--- src/rtl/dzpid_pkg.sv ---
// Shared types, constants and microcode table of the deadzone PID tracker.
`default_nettype none

package dzpid_pkg;

    localparam int POSITION_INIT_DEF = 700;
    localparam int FRAC_BITS_DEF     = 8;

    localparam int GAIN_FRAC   = 12;
    localparam int DECAY_SHIFT = 16;
    localparam int INTEG_W     = 20;
    localparam int ERR_W       = 16;
    localparam int POS_INT_W   = 12;
    localparam int STEP_W      = 22;
    localparam int COEF_W      = 17;
    localparam int IN_TDATA_W  = 32;
    localparam int OUT_TDATA_W = 40;
    localparam int APB_DATA_W  = 32;
    localparam int APB_ADDR_W  = 5;
    localparam int PC_W        = 4;

    // 0.95 in Q0.16
    localparam logic signed [COEF_W-1:0] DECAY_Q16 = 17'sd62259;

    typedef enum logic [1:0] {
        OP_SAMPLE = 2'd0,
        OP_CLEAR  = 2'd1,
        OP_LOAD   = 2'd2,
        OP_RSVD   = 2'd3
    } t_opcode;

    typedef enum logic [2:0] {
        REG_PROP_GAIN  = 3'd0,
        REG_INTEG_GAIN = 3'd1,
        REG_DERIV_GAIN = 3'd2,
        REG_DRIVE_MAX  = 3'd3,
        REG_DRIVE_MIN  = 3'd4,
        REG_DEADZONE   = 3'd5,
        REG_POS_FLOOR  = 3'd6,
        REG_POS_CEIL   = 3'd7
    } t_reg_idx;

    typedef struct packed {
        logic signed [15:0] prop_gain;
        logic signed [15:0] integ_gain;
        logic signed [15:0] deriv_gain;
        logic signed [13:0] drive_max;
        logic signed [13:0] drive_min;
        logic        [14:0] error_deadzone;
        logic        [11:0] position_floor;
        logic        [11:0] position_ceiling;
    } t_cfg;

    localparam t_cfg CFG_RST = '{
        prop_gain:        -16'sd1229,
        integ_gain:       16'sd0,
        deriv_gain:       16'sd0,
        drive_max:        14'sd5000,
        drive_min:        -14'sd5000,
        error_deadzone:   15'd5,
        position_floor:   12'd0,
        position_ceiling: 12'd4095
    };

    typedef enum logic [1:0] {
        SEQ_IDLE = 2'b01,
        SEQ_RUN  = 2'b10
    } t_seq_state;

    typedef enum logic [2:0] {
        MUL_NONE  = 3'd0,
        MUL_DECAY = 3'd1,
        MUL_PROP  = 3'd2,
        MUL_INTEG = 3'd3,
        MUL_DERIV = 3'd4
    } t_mul_sel;

    typedef enum logic [3:0] {
        ALU_NOP        = 4'd0,
        ALU_PREP       = 4'd1,
        ALU_INTEG      = 4'd2,
        ALU_STEP_P     = 4'd3,
        ALU_STEP_I     = 4'd4,
        ALU_STEP_D     = 4'd5,
        ALU_STEP_CLAMP = 4'd6,
        ALU_POS_ADD    = 4'd7,
        ALU_POS_CLAMP  = 4'd8,
        ALU_SPECIAL    = 4'd9
    } t_alu_op;

    typedef enum logic [1:0] {
        COND_NEVER  = 2'd0,
        COND_ALWAYS = 2'd1,
        COND_OP_NZ  = 2'd2
    } t_cond;

    typedef struct packed {
        t_mul_sel        mul;
        t_alu_op         alu;
        t_cond           cond;
        logic [PC_W-1:0] target;
        logic            emit;
    } t_uword;

    typedef struct packed {
        logic   accept;
        logic   exec;
        t_uword uw;
    } t_dp_ctl;

    typedef struct packed {
        logic op_nz;
    } t_dp_flags;

    localparam logic [PC_W-1:0] UPC_ENTRY   = 4'd0;
    localparam logic [PC_W-1:0] UPC_INTEG   = 4'd1;
    localparam logic [PC_W-1:0] UPC_TERM_P  = 4'd2;
    localparam logic [PC_W-1:0] UPC_TERM_I  = 4'd3;
    localparam logic [PC_W-1:0] UPC_TERM_D  = 4'd4;
    localparam logic [PC_W-1:0] UPC_CLAMP   = 4'd5;
    localparam logic [PC_W-1:0] UPC_POS_ADD = 4'd6;
    localparam logic [PC_W-1:0] UPC_POS_LIM = 4'd7;
    localparam logic [PC_W-1:0] UPC_EMIT    = 4'd8;
    localparam logic [PC_W-1:0] UPC_SPECIAL = 4'd9;

    // Microprogram. Each word: multiplier operands, ALU op, jump, emit.
    function automatic t_uword ucode_word(input logic [PC_W-1:0] pc);
        t_uword w;
        w.mul    = MUL_NONE;
        w.alu    = ALU_NOP;
        w.cond   = COND_NEVER;
        w.target = UPC_ENTRY;
        w.emit   = 1'b0;
        case (pc)
            UPC_ENTRY: begin
                w.mul    = MUL_DECAY;
                w.alu    = ALU_PREP;
                w.cond   = COND_OP_NZ;
                w.target = UPC_SPECIAL;
            end
            UPC_INTEG: begin
                w.mul = MUL_PROP;
                w.alu = ALU_INTEG;
            end
            UPC_TERM_P: begin
                w.mul = MUL_INTEG;
                w.alu = ALU_STEP_P;
            end
            UPC_TERM_I: begin
                w.mul = MUL_DERIV;
                w.alu = ALU_STEP_I;
            end
            UPC_TERM_D:  w.alu = ALU_STEP_D;
            UPC_CLAMP:   w.alu = ALU_STEP_CLAMP;
            UPC_POS_ADD: w.alu = ALU_POS_ADD;
            UPC_POS_LIM: w.alu = ALU_POS_CLAMP;
            UPC_EMIT:    w.emit = 1'b1;
            UPC_SPECIAL: begin
                w.alu    = ALU_SPECIAL;
                w.cond   = COND_ALWAYS;
                w.target = UPC_EMIT;
            end
            default:     w.emit = 1'b1;
        endcase
        return w;
    endfunction

endpackage

`default_nettype wire

--- src/rtl/dzpid_regs.sv ---
// APB configuration register file of the deadzone PID tracker.
`default_nettype none

module dzpid_regs import dzpid_pkg::*; (
    input  logic                  i_clk,
    input  logic                  i_rst_n,
    input  logic                  psel,
    input  logic                  penable,
    input  logic                  pwrite,
    input  logic [APB_ADDR_W-1:0] paddr,
    input  logic [APB_DATA_W-1:0] pwdata,
    output logic [APB_DATA_W-1:0] prdata,
    output logic                  pready,
    output t_cfg                  o_cfg
);

    t_cfg     r_cfg;
    t_reg_idx idx;
    logic     wr;

    assign idx    = t_reg_idx'(paddr[APB_ADDR_W-1:2]);
    assign wr     = psel && penable && pwrite;
    assign pready = 1'b1;
    assign o_cfg  = r_cfg;

    always_ff @(posedge i_clk) begin
        if (!i_rst_n) begin
            r_cfg <= CFG_RST;
        end else if (wr) begin
            case (idx)
                REG_PROP_GAIN:  r_cfg.prop_gain        <= pwdata[15:0];
                REG_INTEG_GAIN: r_cfg.integ_gain       <= pwdata[15:0];
                REG_DERIV_GAIN: r_cfg.deriv_gain       <= pwdata[15:0];
                REG_DRIVE_MAX:  r_cfg.drive_max        <= pwdata[13:0];
                REG_DRIVE_MIN:  r_cfg.drive_min        <= pwdata[13:0];
                REG_DEADZONE:   r_cfg.error_deadzone   <= pwdata[14:0];
                REG_POS_FLOOR:  r_cfg.position_floor   <= pwdata[11:0];
                REG_POS_CEIL:   r_cfg.position_ceiling <= pwdata[11:0];
                default: ;
            endcase
        end
    end

    always_comb begin
        case (idx)
            REG_PROP_GAIN:  prdata = {16'd0, r_cfg.prop_gain};
            REG_INTEG_GAIN: prdata = {16'd0, r_cfg.integ_gain};
            REG_DERIV_GAIN: prdata = {16'd0, r_cfg.deriv_gain};
            REG_DRIVE_MAX:  prdata = {18'd0, r_cfg.drive_max};
            REG_DRIVE_MIN:  prdata = {18'd0, r_cfg.drive_min};
            REG_DEADZONE:   prdata = {17'd0, r_cfg.error_deadzone};
            REG_POS_FLOOR:  prdata = {20'd0, r_cfg.position_floor};
            REG_POS_CEIL:   prdata = {20'd0, r_cfg.position_ceiling};
            default:        prdata = '0;
        endcase
    end

endmodule

`default_nettype wire

--- src/rtl/dzpid_seq.sv ---
// Microcode sequencer: step counter, jumps, input and output handshake.
`default_nettype none

module dzpid_seq import dzpid_pkg::*; (
    input  logic      i_clk,
    input  logic      i_rst_n,
    input  logic      i_in_valid,
    output logic      o_in_ready,
    output logic      o_out_valid,
    input  logic      i_out_ready,
    input  t_dp_flags i_flags,
    output t_dp_ctl   o_ctl
);

    t_seq_state      r_state, n_state;
    logic [PC_W-1:0] r_pc, n_pc;
    logic            r_out_valid, n_out_valid;
    t_uword          uw;
    logic            slot_free;
    logic            accept;
    logic            exec;
    logic            take_jump;

    always_comb begin
        uw        = ucode_word(r_pc);
        slot_free = !r_out_valid || i_out_ready;
        accept    = (r_state == SEQ_IDLE) && i_in_valid;
        // emit step waits for a free output slot
        exec      = (r_state == SEQ_RUN) && (!uw.emit || slot_free);

        case (uw.cond)
            COND_ALWAYS: take_jump = 1'b1;
            COND_OP_NZ:  take_jump = i_flags.op_nz;
            default:     take_jump = 1'b0;
        endcase

        n_state     = r_state;
        n_pc        = r_pc;
        n_out_valid = r_out_valid && !i_out_ready;
        case (r_state)
            SEQ_IDLE: begin
                if (accept) begin
                    n_state = SEQ_RUN;
                    n_pc    = UPC_ENTRY;
                end
            end
            SEQ_RUN: begin
                if (exec) begin
                    if (uw.emit) begin
                        n_state     = SEQ_IDLE;
                        n_out_valid = 1'b1;
                    end else if (take_jump) begin
                        n_pc = uw.target;
                    end else begin
                        n_pc = r_pc + 1'b1;
                    end
                end
            end
            default: n_state = SEQ_IDLE;
        endcase
    end

    always_ff @(posedge i_clk) begin
        if (!i_rst_n) begin
            r_state     <= SEQ_IDLE;
            r_pc        <= UPC_ENTRY;
            r_out_valid <= 1'b0;
        end else begin
            r_state     <= n_state;
            r_pc        <= n_pc;
            r_out_valid <= n_out_valid;
        end
    end

    assign o_in_ready  = (r_state == SEQ_IDLE);
    assign o_out_valid = r_out_valid;
    assign o_ctl       = '{accept: accept, exec: exec, uw: uw};

endmodule

`default_nettype wire

--- src/rtl/dzpid_dp.sv ---
// Datapath: shared multiplier, accumulator, PID state and limit logic.
`default_nettype none

module dzpid_dp import dzpid_pkg::*; #(
    parameter int POSITION_INIT = POSITION_INIT_DEF,
    parameter int FRAC_BITS     = FRAC_BITS_DEF
) (
    input  logic                        i_clk,
    input  logic                        i_rst_n,
    input  t_cfg                        i_cfg,
    input  t_dp_ctl                     i_ctl,
    input  t_opcode                     i_opcode,
    input  logic signed [ERR_W-1:0]     i_error_sample,
    input  logic [POS_INT_W-1:0]        i_load_position,
    output logic [POS_INT_W-1:0]        o_position,
    output logic signed [STEP_W-1:0]    o_drive_step,
    output t_dp_flags                   o_flags
);

    localparam int ACC_W  = (FRAC_BITS + 30 > 38) ? FRAC_BITS + 30 : 38;
    localparam int POS_W  = POS_INT_W + FRAC_BITS;
    localparam int MUL_W  = INTEG_W + COEF_W;
    localparam int SH_R   = (FRAC_BITS <= GAIN_FRAC) ? GAIN_FRAC - FRAC_BITS : 0;
    localparam int SH_L   = (FRAC_BITS > GAIN_FRAC) ? FRAC_BITS - GAIN_FRAC : 0;
    localparam int RECIP_SH = 18;
    localparam logic [15:0] RECIP5 = 16'd52429;   // ceil(2^18 / 5)

    typedef logic signed [ACC_W-1:0] t_acc;

    localparam t_acc REM_1  = t_acc'((1 << FRAC_BITS) / 5);
    localparam t_acc REM_2  = t_acc'((2 << FRAC_BITS) / 5);
    localparam t_acc REM_3  = t_acc'((3 << FRAC_BITS) / 5);
    localparam t_acc REM_4  = t_acc'((4 << FRAC_BITS) / 5);
    localparam t_acc INT_HI = t_acc'((1 << (INTEG_W - 1)) - 1);
    localparam t_acc INT_LO = t_acc'(-(1 << (INTEG_W - 1)));
    localparam logic [POS_W-1:0] POS_RST = POS_W'(POSITION_INIT << FRAC_BITS);

    // arithmetic shift right, rounding toward zero
    function automatic t_acc trunc0(input t_acc p, input int unsigned sh);
        t_acc bias;
        bias = p[ACC_W-1] ? ((t_acc'(1) <<< sh) - t_acc'(1)) : t_acc'(0);
        return (p + bias) >>> sh;
    endfunction

    // gain product (Q12 times integer) rescaled to F fraction bits
    function automatic t_acc scale_g(input t_acc p);
        return trunc0(p, SH_R) <<< SH_L;
    endfunction

    function automatic t_acc clamp2(input t_acc v, input t_acc hi, input t_acc lo);
        if (v > hi)      return hi;
        else if (v < lo) return lo;
        else             return v;
    endfunction

    function automatic t_acc sat_integ(input t_acc v);
        if (v > INT_HI)      return INT_HI;
        else if (v < INT_LO) return INT_LO;
        else                 return v;
    endfunction

    function automatic t_acc rem_frac(input logic [2:0] r);
        case (r)
            3'd1:    return REM_1;
            3'd2:    return REM_2;
            3'd3:    return REM_3;
            3'd4:    return REM_4;
            default: return t_acc'(0);
        endcase
    endfunction

    // architectural state
    logic signed [INTEG_W-1:0] r_integ;
    logic signed [ERR_W-1:0]   r_last;
    logic [POS_W-1:0]          r_pos;

    // working registers
    t_opcode                   r_op;
    logic signed [ERR_W-1:0]   r_err;
    logic [POS_INT_W-1:0]      r_load;
    logic signed [ERR_W:0]     r_diff;
    logic signed [MUL_W-1:0]   r_prod;
    t_acc                      r_tmp;
    t_acc                      r_step;
    logic [POS_INT_W-1:0]      r_out_pos;
    logic signed [STEP_W-1:0]  r_out_step;

    // integral limits, drive*2^F/5 toward zero, two register stages
    logic signed [13:0] lim_src [2];
    logic [13:0]        lim_mag [2];
    logic [29:0]        lim_prod [2];
    logic [10:0]        lim_q [2];
    logic [2:0]         lim_r [2];
    logic [10:0]        r_lim_q [2];
    logic [2:0]         r_lim_r [2];
    logic               r_lim_neg [2];
    t_acc               lim_abs [2];
    t_acc               r_lim [2];

    logic signed [MUL_W-1:0]   mul_p;
    logic signed [INTEG_W-1:0] mul_a;
    logic signed [COEF_W-1:0]  mul_b;
    logic signed [ERR_W:0]     err_ext;
    logic [ERR_W:0]            err_mag;
    logic                      dz_hit;
    t_acc                      prod_x;
    t_acc                      integ_new;
    t_acc                      step_hi, step_lo;
    t_acc                      pos_lo, pos_hi, pos_t1, pos_t2;

    always_comb begin
        lim_src[0] = i_cfg.drive_max;
        lim_src[1] = i_cfg.drive_min;
        for (int i = 0; i < 2; i++) begin
            lim_mag[i]  = lim_src[i][13] ? 14'(-lim_src[i]) : 14'(lim_src[i]);
            lim_prod[i] = lim_mag[i] * RECIP5;
            lim_q[i]    = lim_prod[i][RECIP_SH +: 11];
            lim_r[i]    = 3'(lim_mag[i] - 14'(14'(lim_q[i]) * 14'd5));
            lim_abs[i]  = (t_acc'(r_lim_q[i]) <<< FRAC_BITS) + rem_frac(r_lim_r[i]);
        end
    end

    always_ff @(posedge i_clk) begin
        for (int i = 0; i < 2; i++) begin
            r_lim_q[i]   <= lim_q[i];
            r_lim_r[i]   <= lim_r[i];
            r_lim_neg[i] <= lim_src[i][13];
            r_lim[i]     <= r_lim_neg[i] ? -lim_abs[i] : lim_abs[i];
        end
    end

    always_comb begin
        case (i_ctl.uw.mul)
            MUL_DECAY: begin
                mul_a = r_integ;
                mul_b = DECAY_Q16;
            end
            MUL_PROP: begin
                mul_a = INTEG_W'(r_err);
                mul_b = COEF_W'(i_cfg.prop_gain);
            end
            MUL_INTEG: begin
                mul_a = r_integ;
                mul_b = COEF_W'(i_cfg.integ_gain);
            end
            MUL_DERIV: begin
                mul_a = INTEG_W'(r_diff);
                mul_b = COEF_W'(i_cfg.deriv_gain);
            end
            default: begin
                mul_a = '0;
                mul_b = '0;
            end
        endcase
        mul_p = mul_a * mul_b;

        err_ext = (ERR_W+1)'(r_err);
        err_mag = err_ext[ERR_W] ? unsigned'(-err_ext) : unsigned'(err_ext);
        dz_hit  = err_mag > {2'b00, i_cfg.error_deadzone};

        prod_x    = t_acc'(r_prod);
        integ_new = dz_hit ? sat_integ(clamp2(r_tmp, r_lim[0], r_lim[1]))
                           : sat_integ(trunc0(prod_x, DECAY_SHIFT));

        step_hi = t_acc'(i_cfg.drive_max) <<< FRAC_BITS;
        step_lo = t_acc'(i_cfg.drive_min) <<< FRAC_BITS;

        // floor first, ceiling last so the ceiling wins when crossed
        pos_lo = t_acc'(i_cfg.position_floor) <<< FRAC_BITS;
        pos_hi = t_acc'(i_cfg.position_ceiling) <<< FRAC_BITS;
        pos_t1 = (r_tmp < pos_lo) ? pos_lo : r_tmp;
        pos_t2 = (pos_t1 > pos_hi) ? pos_hi : pos_t1;
    end

    always_ff @(posedge i_clk) begin
        if (!i_rst_n) begin
            r_integ <= '0;
            r_last  <= '0;
            r_pos   <= POS_RST;
        end else if (i_ctl.exec) begin
            case (i_ctl.uw.alu)
                ALU_INTEG:      r_integ <= integ_new[INTEG_W-1:0];
                ALU_STEP_CLAMP: r_last  <= r_err;
                ALU_POS_CLAMP:  r_pos   <= pos_t2[POS_W-1:0];
                ALU_SPECIAL: begin
                    case (r_op)
                        OP_CLEAR: begin
                            r_integ <= '0;
                            r_last  <= '0;
                        end
                        OP_LOAD: r_pos <= {r_load, {FRAC_BITS{1'b0}}};
                        default: ;
                    endcase
                end
                default: ;
            endcase
        end
    end

    always_ff @(posedge i_clk) begin
        if (i_ctl.accept) begin
            r_op   <= i_opcode;
            r_err  <= i_error_sample;
            r_load <= i_load_position;
        end
        if (i_ctl.exec) begin
            if (i_ctl.uw.mul != MUL_NONE) begin
                r_prod <= mul_p;
            end
            case (i_ctl.uw.alu)
                ALU_PREP: begin
                    r_tmp  <= t_acc'(r_integ) + (t_acc'(r_err) <<< FRAC_BITS);
                    r_diff <= (ERR_W+1)'(r_err) - (ERR_W+1)'(r_last);
                end
                ALU_STEP_P:     r_step <= scale_g(prod_x);
                ALU_STEP_I:     r_step <= r_step + trunc0(prod_x, GAIN_FRAC);
                ALU_STEP_D:     r_step <= r_step + scale_g(prod_x);
                ALU_STEP_CLAMP: r_step <= clamp2(r_step, step_hi, step_lo);
                ALU_POS_ADD:    r_tmp  <= t_acc'(r_pos) + r_step;
                ALU_SPECIAL:    r_step <= '0;
                default: ;
            endcase
            if (i_ctl.uw.emit) begin
                r_out_pos  <= r_pos[FRAC_BITS +: POS_INT_W];
                r_out_step <= r_step[STEP_W-1:0];
            end
        end
    end

    assign o_position   = r_out_pos;
    assign o_drive_step = r_out_step;
    assign o_flags      = '{op_nz: (r_op != OP_SAMPLE)};

endmodule

`default_nettype wire

--- src/rtl/deadzone_pid_position_tracker_top.sv ---
// Deadzone PID position tracker, top level: stream ports, APB config, sequencer, datapath.
// An error sample walks every microprogram step from acceptance to the emit step that raises
// m_tvalid; clear/load/unused words jump to the special step, then emit. One word is in flight
//   at a time, on a single shared 20x17 multiplier and one accumulator.
// Output stall holds the emit step; the next input word is taken while a result waits.
// Reset (synchronous, i_rst_n low) sets registers to defaults, integral and last error
//   to zero, position to POSITION_INIT; integral limits settle through registers after a config write.
`default_nettype none

module deadzone_pid_position_tracker_top import dzpid_pkg::*; #(
    parameter int POSITION_INIT = POSITION_INIT_DEF,
    parameter int FRAC_BITS     = FRAC_BITS_DEF
) (
    input  logic                   i_clk,
    input  logic                   i_rst_n,
    // input stream
    input  logic                   i_s_tvalid,
    output logic                   o_s_tready,
    input  logic [IN_TDATA_W-1:0]  i_s_tdata,   // [15:0] error_sample, [27:16] load_position
    input  logic [1:0]             i_s_tuser,   // [1:0] opcode
    // result stream
    output logic                   o_m_tvalid,
    input  logic                   i_m_tready,
    output logic [OUT_TDATA_W-1:0] o_m_tdata,   // [11:0] position, [33:12] drive_step
    // configuration
    input  logic                   psel,
    input  logic                   penable,
    input  logic                   pwrite,
    input  logic [APB_ADDR_W-1:0]  paddr,
    input  logic [APB_DATA_W-1:0]  pwdata,
    output logic [APB_DATA_W-1:0]  prdata,
    output logic                   pready
);

    t_cfg                     cfg;
    t_dp_ctl                  ctl;
    t_dp_flags                flags;
    logic [POS_INT_W-1:0]     position;
    logic signed [STEP_W-1:0] drive_step;

    dzpid_regs u_regs (
        .i_clk   (i_clk),
        .i_rst_n (i_rst_n),
        .psel    (psel),
        .penable (penable),
        .pwrite  (pwrite),
        .paddr   (paddr),
        .pwdata  (pwdata),
        .prdata  (prdata),
        .pready  (pready),
        .o_cfg   (cfg)
    );

    // step counter and handshake; one word in flight at a time
    dzpid_seq u_seq (
        .i_clk       (i_clk),
        .i_rst_n     (i_rst_n),
        .i_in_valid  (i_s_tvalid),
        .o_in_ready  (o_s_tready),
        .o_out_valid (o_m_tvalid),
        .i_out_ready (i_m_tready),
        .i_flags     (flags),
        .o_ctl       (ctl)
    );

    // multiplier, accumulator and PID state driven by the control word
    dzpid_dp #(
        .POSITION_INIT (POSITION_INIT),
        .FRAC_BITS     (FRAC_BITS)
    ) u_dp (
        .i_clk           (i_clk),
        .i_rst_n         (i_rst_n),
        .i_cfg           (cfg),
        .i_ctl           (ctl),
        .i_opcode        (t_opcode'(i_s_tuser)),
        .i_error_sample  (i_s_tdata[ERR_W-1:0]),
        .i_load_position (i_s_tdata[ERR_W +: POS_INT_W]),
        .o_position      (position),
        .o_drive_step    (drive_step),
        .o_flags         (flags)
    );

    // pad to whole bytes
    assign o_m_tdata = {{(OUT_TDATA_W - POS_INT_W - STEP_W){1'b0}}, drive_step, position};

endmodule

`default_nettype wire

--- config.mk ---
export PLATFORM = sky130hd
export DESIGN_NAME = deadzone_pid_position_tracker_top
export DESIGN_NICKNAME = d
export VERILOG_FILES = /design/src/rtl/dzpid_pkg.sv /design/src/rtl/dzpid_regs.sv /design/src/rtl/dzpid_seq.sv /design/src/rtl/dzpid_dp.sv /design/src/rtl/deadzone_pid_position_tracker_top.sv
export SDC_FILE = /design/constraint.sdc
export NUM_CORES = 2
export LEC_CHECK = 0
export ABC_CLOCK_PERIOD_IN_PS = 13150
export BUFFER_PORTS_ARGS = -buffer_cell sky130_fd_sc_hd__buf_2
export CORE_ASPECT_RATIO = 0.5
export CORE_UTILIZATION = 45
export DETAILED_ROUTE_END_ITERATION = 8
export GPL_ROUTABILITY_DRIVEN = 1
export PLACE_DENSITY = 0.66
export SYNTH_ARGS = -nofsm -noshare
export SYNTH_HDL_FRONTEND = slang
export SYNTH_SLANG_ARGS = --single-unit
--- constraint.sdc ---
create_clock -name i_clk -period 13.15 [get_ports i_clk]
set_input_delay 2.63 -clock i_clk [delete_from_list [all_inputs] [get_ports i_clk]]
set_output_delay 2.63 -clock i_clk [all_outputs]
set_load 0.005 [all_outputs]
==> out/qor.txt <==
status: complete, no violations
Ports: 153
sequential element share of the synthesized area: 23.0%
Post-CTS Setup Bufs: 0
main area contributors after synthesis: fa_1 18%, ha_1 15%, edfxtp_1 12%
PostCTS Resize Cnt: 0
global-route wire length before repair: 243000 um
Comb power frac: 26.6%
port bufs: 107
root buffer selected by CTS: clkbuf_16
register bit count reported by yosys: 472
Final Hold Viols: 0
Layout Utilization: 49.0%
gpl congestion: 0.968
largest net degree at the start of global routing: 82
Crit path largest cell delay: 900 ps
Hold-fix buffers, CTS: 0
R2R depth: 31
Pwr Density: 85.3 mW/mm^2
antenna violations before repair: 4
CP Max Fanout: 17
WL final: 159000 um
CTS tree: built
DRT antenna net count: 0
share of the synthesized area in the top cell type: 18.4%
Post-synth EDFFs: 194
Avg Cell Area, Syn: 8.78 um^2
Detailed Route Iter0 Violations: 3662
Commonest cells post-synth: 799 x inv_1, 600 x nand2_1, 580 x ha_1
placed cell areas: 0.0513 mm^2
CTS Buffer Depth: 3
CTS H-tree depth: 2
WL per Instance: 22.4 um
Least-Margin Pin Slew: 1300 ps
Clock Latency Late Sink: 630 ps
Layout area overhead: 7.16%
First-pass DRT Iterations: 7
R2R Path End: u_dp.r_prod[35]
CTS Buf Count: 50
r2r startpoint: u_seq.r_pc[0]
min-delay src: u_dp.r_last[13]
Final setup viols: 0
Pwr Total: 4.52 mW
cell-internal power: 3.03 mW
Clk pin slew, worst setup/hold paths: 70 ps
vias: 40600
DR vias/cell: 5.73
Max Freq: 0.101 GHz
Clk pwr share: 34.1%
Hold Path Sink: u_dp.r_last[13]
Hold Path Class: reg -> reg
Flop pwr share: 39.3%
count of different cell masters after synthesis: 88
clock sink count: 472
Mapped Area: 0.0495 mm^2
hold slack final: 452 ps
async set-reset flop share out of synthesis: 0%
area leader, netlist: fa_1
Rows: 85
CORE AREA: 0.108 mm^2
chip width: 471 um
Max-Slew Margin vs Limit: 13.3%
Peak VDD IR: 83.7 uV
Post-route DRC: 0
fin nets: 6725
Worst setup SP type: flop
critical path's slowest cell: fa_1
DP HPWL: 126000 um
Crit path top cell by count: fa_1
Setup Skew: 29.9 ps
crit end category: flop
max cap viols: 0
layout cells sized above 1: 5.56%
P_leak: 24.2 nW
R2R Setup Slk: 3240 ps
switching fraction of total power: 33.0%
max-slew violation count: 0
die footprint: 0.111 mm^2
min cycle time layout: 9910 ps
Global Route Usage Sum: 28.5%
Syn. warnings: 0
final worst path period share: 75.4%
vias in the first global route: 40600
total negative setup slack: 0 ps
Mapped Cells: 5633
height of the chip: 236 um
count leader, synth: inv_1
RSZ-0062 raised after global routing: no
Primary FF master, synth: dfxtp_1
CP arrival: 10270 ps
grt total ovfl: 0
Initial Util: 45.7%
Required @ worst endpoint: 13510 ps
switching pwr: 1.49 mW
Crit Path Class: reg -> reg
fin area: 0.0530 mm^2
cell count of the worst hold path: 2
[how the worst max path moves through the flow]
| stage | start | to | slack (ps) | depth (start not counted) |
|---|---|---|---|---|
| 3_3_place_gp | u_seq.r_pc[0] | u_dp.r_prod[35] | 3470 | 31 |
| 3_5_place_dp | u_seq.r_pc[0] | u_dp.r_prod[35] | 3330 | 31 |
| 5_1_grt | u_seq.r_pc[0] | u_dp.r_prod[35] | 2710 | 31 |
| 2_1_floorplan | u_seq.r_pc[0] | u_dp.r_prod[35] | 4830 | 31 |
| 6_report | u_seq.r_pc[0] | u_dp.r_prod[35] | 3240 | 31 |
| 4_1_cts | u_seq.r_pc[0] | u_dp.r_prod[35] | 3300 | 31 |
[stage by stage]
stage / setup WS, ps / std cells
global placement: 3470 / 6995
floorplan: 4830 / 5654
CTS: 3300 / 7087
finish: 3240 / 7088
detailed placement: 3330 / 6995
global route: 2710 / 7087
[registers in the layout, indices dropped and copies added, names as in the netlist, 6 cells and up]
name               cells
u_dp.r_diff           17
u_dp.r_step           38
u_dp.o_drive_step     22
u_dp.r_lim            70
u_dp.r_pos            20
u_dp.r_last           16
u_dp.r_prod           37
u_dp.r_err            16
u_dp.r_integ          20
u_dp.r_lim_r           6
u_dp.r_tmp            38
u_regs.o_cfg         115
u_dp.r_load           12
u_dp.o_position       12
u_dp.r_lim_q          22
[final cells by class]
cell class                 instances  area (um^2)
timing repair buffer             160          936
clock buffer                      63         1370
multi-input combinational       4124        34100
fill                           10200        55300
sequential                       472        11400
antenna                            1         2.50
tap                             1435         1800
clock inverter                    29          359
inverter                         804         3020
[metal layers]
metal  routed length (um)  global-route usage (%)  part of all wire (%)
met5                   23                       0                 0.014
met2                70500                    45.2                    44
met4                 5070                    8.45                   3.2
met3                15100                    5.67                   9.5
met1                68100                    39.3                    43
[worst max-delay path, delay by kind of cell (launching register included)]
kind,cells,cell delay (ps)
compound gates,7,1440
xor+xnor,1,110
buf+inv,6,970
flops,1,430
simple gates,9,2460
fa+ha+maj,8,4200
[cell usage in the layout (no fill, tap or decap), types with 16 or more instances in the layout]
master | netlist | final
nand2b_1 | 53 | 53
nor3_1 | 55 | 48
fa_1 | 455 | 455
o31ai_1 | 27 | 27
or2_2 | 16 | 16
conb_1 | 2 | 23
a22oi_1 | 28 | 28
and2_1 | 28 | 27
and3_1 | 39 | 39
a21oi_1 | 270 | 269
edfxtp_1 | 194 | 194
nand4_1 | 49 | 49
or3_1 | 23 | 23
nor2_1 | 531 | 529
buf_4 | 34 | 54
a211oi_1 | 21 | 21
nand3_1 | 115 | 115
nand2_1 | 600 | 600
o21ai_0 | 177 | 177
nor2b_1 | 55 | 54
xor2_1 | 84 | 84
o21bai_1 | 20 | 20
o21a_1 | 52 | 52
o22ai_1 | 25 | 25
ha_1 | 580 | 580
o21ai_1 | 59 | 58
mux2i_1 | 55 | 55
dfxtp_1 | 278 | 278
xnor2_1 | 211 | 211
a21boi_0 | 60 | 60
o211ai_1 | 42 | 42
a21boi_1 | 44 | 44
a21o_1 | 90 | 90
and4_1 | 17 | 17
clkbuf_16 | 0 | 51
inv_1 | 799 | 799
buf_2 | 12 | 106
nor4_1 | 27 | 26
[power by group through the flow]
stage	Combinational, mW	Clock [mW]	Sequential, mW
floorplan	0.909	0	1.74
global placement	1.14	0	1.80
detailed placement	1.18	0	1.80
CTS	1.19	1.56	1.77
global route	1.36	1.61	1.79
finish	1.20	1.54	1.78
[cells by family after synthesis]
kind of cell | count (synthesis) | share of synthesized area [%]
buffers and inverters | 1058 | 8.32
AOI/OAI and AO/OA | 1051 | 13.8
DFF | 472 | 23.0
xor gates and xnor gates | 295 | 5.22
and+or+nand+nor | 1643 | 14.8
other | 2 | 0.0152
muxes | 77 | 1.75
adders and majority gates | 1035 | 33.1
Note: power is estimated with default switching activity, not from simulation.
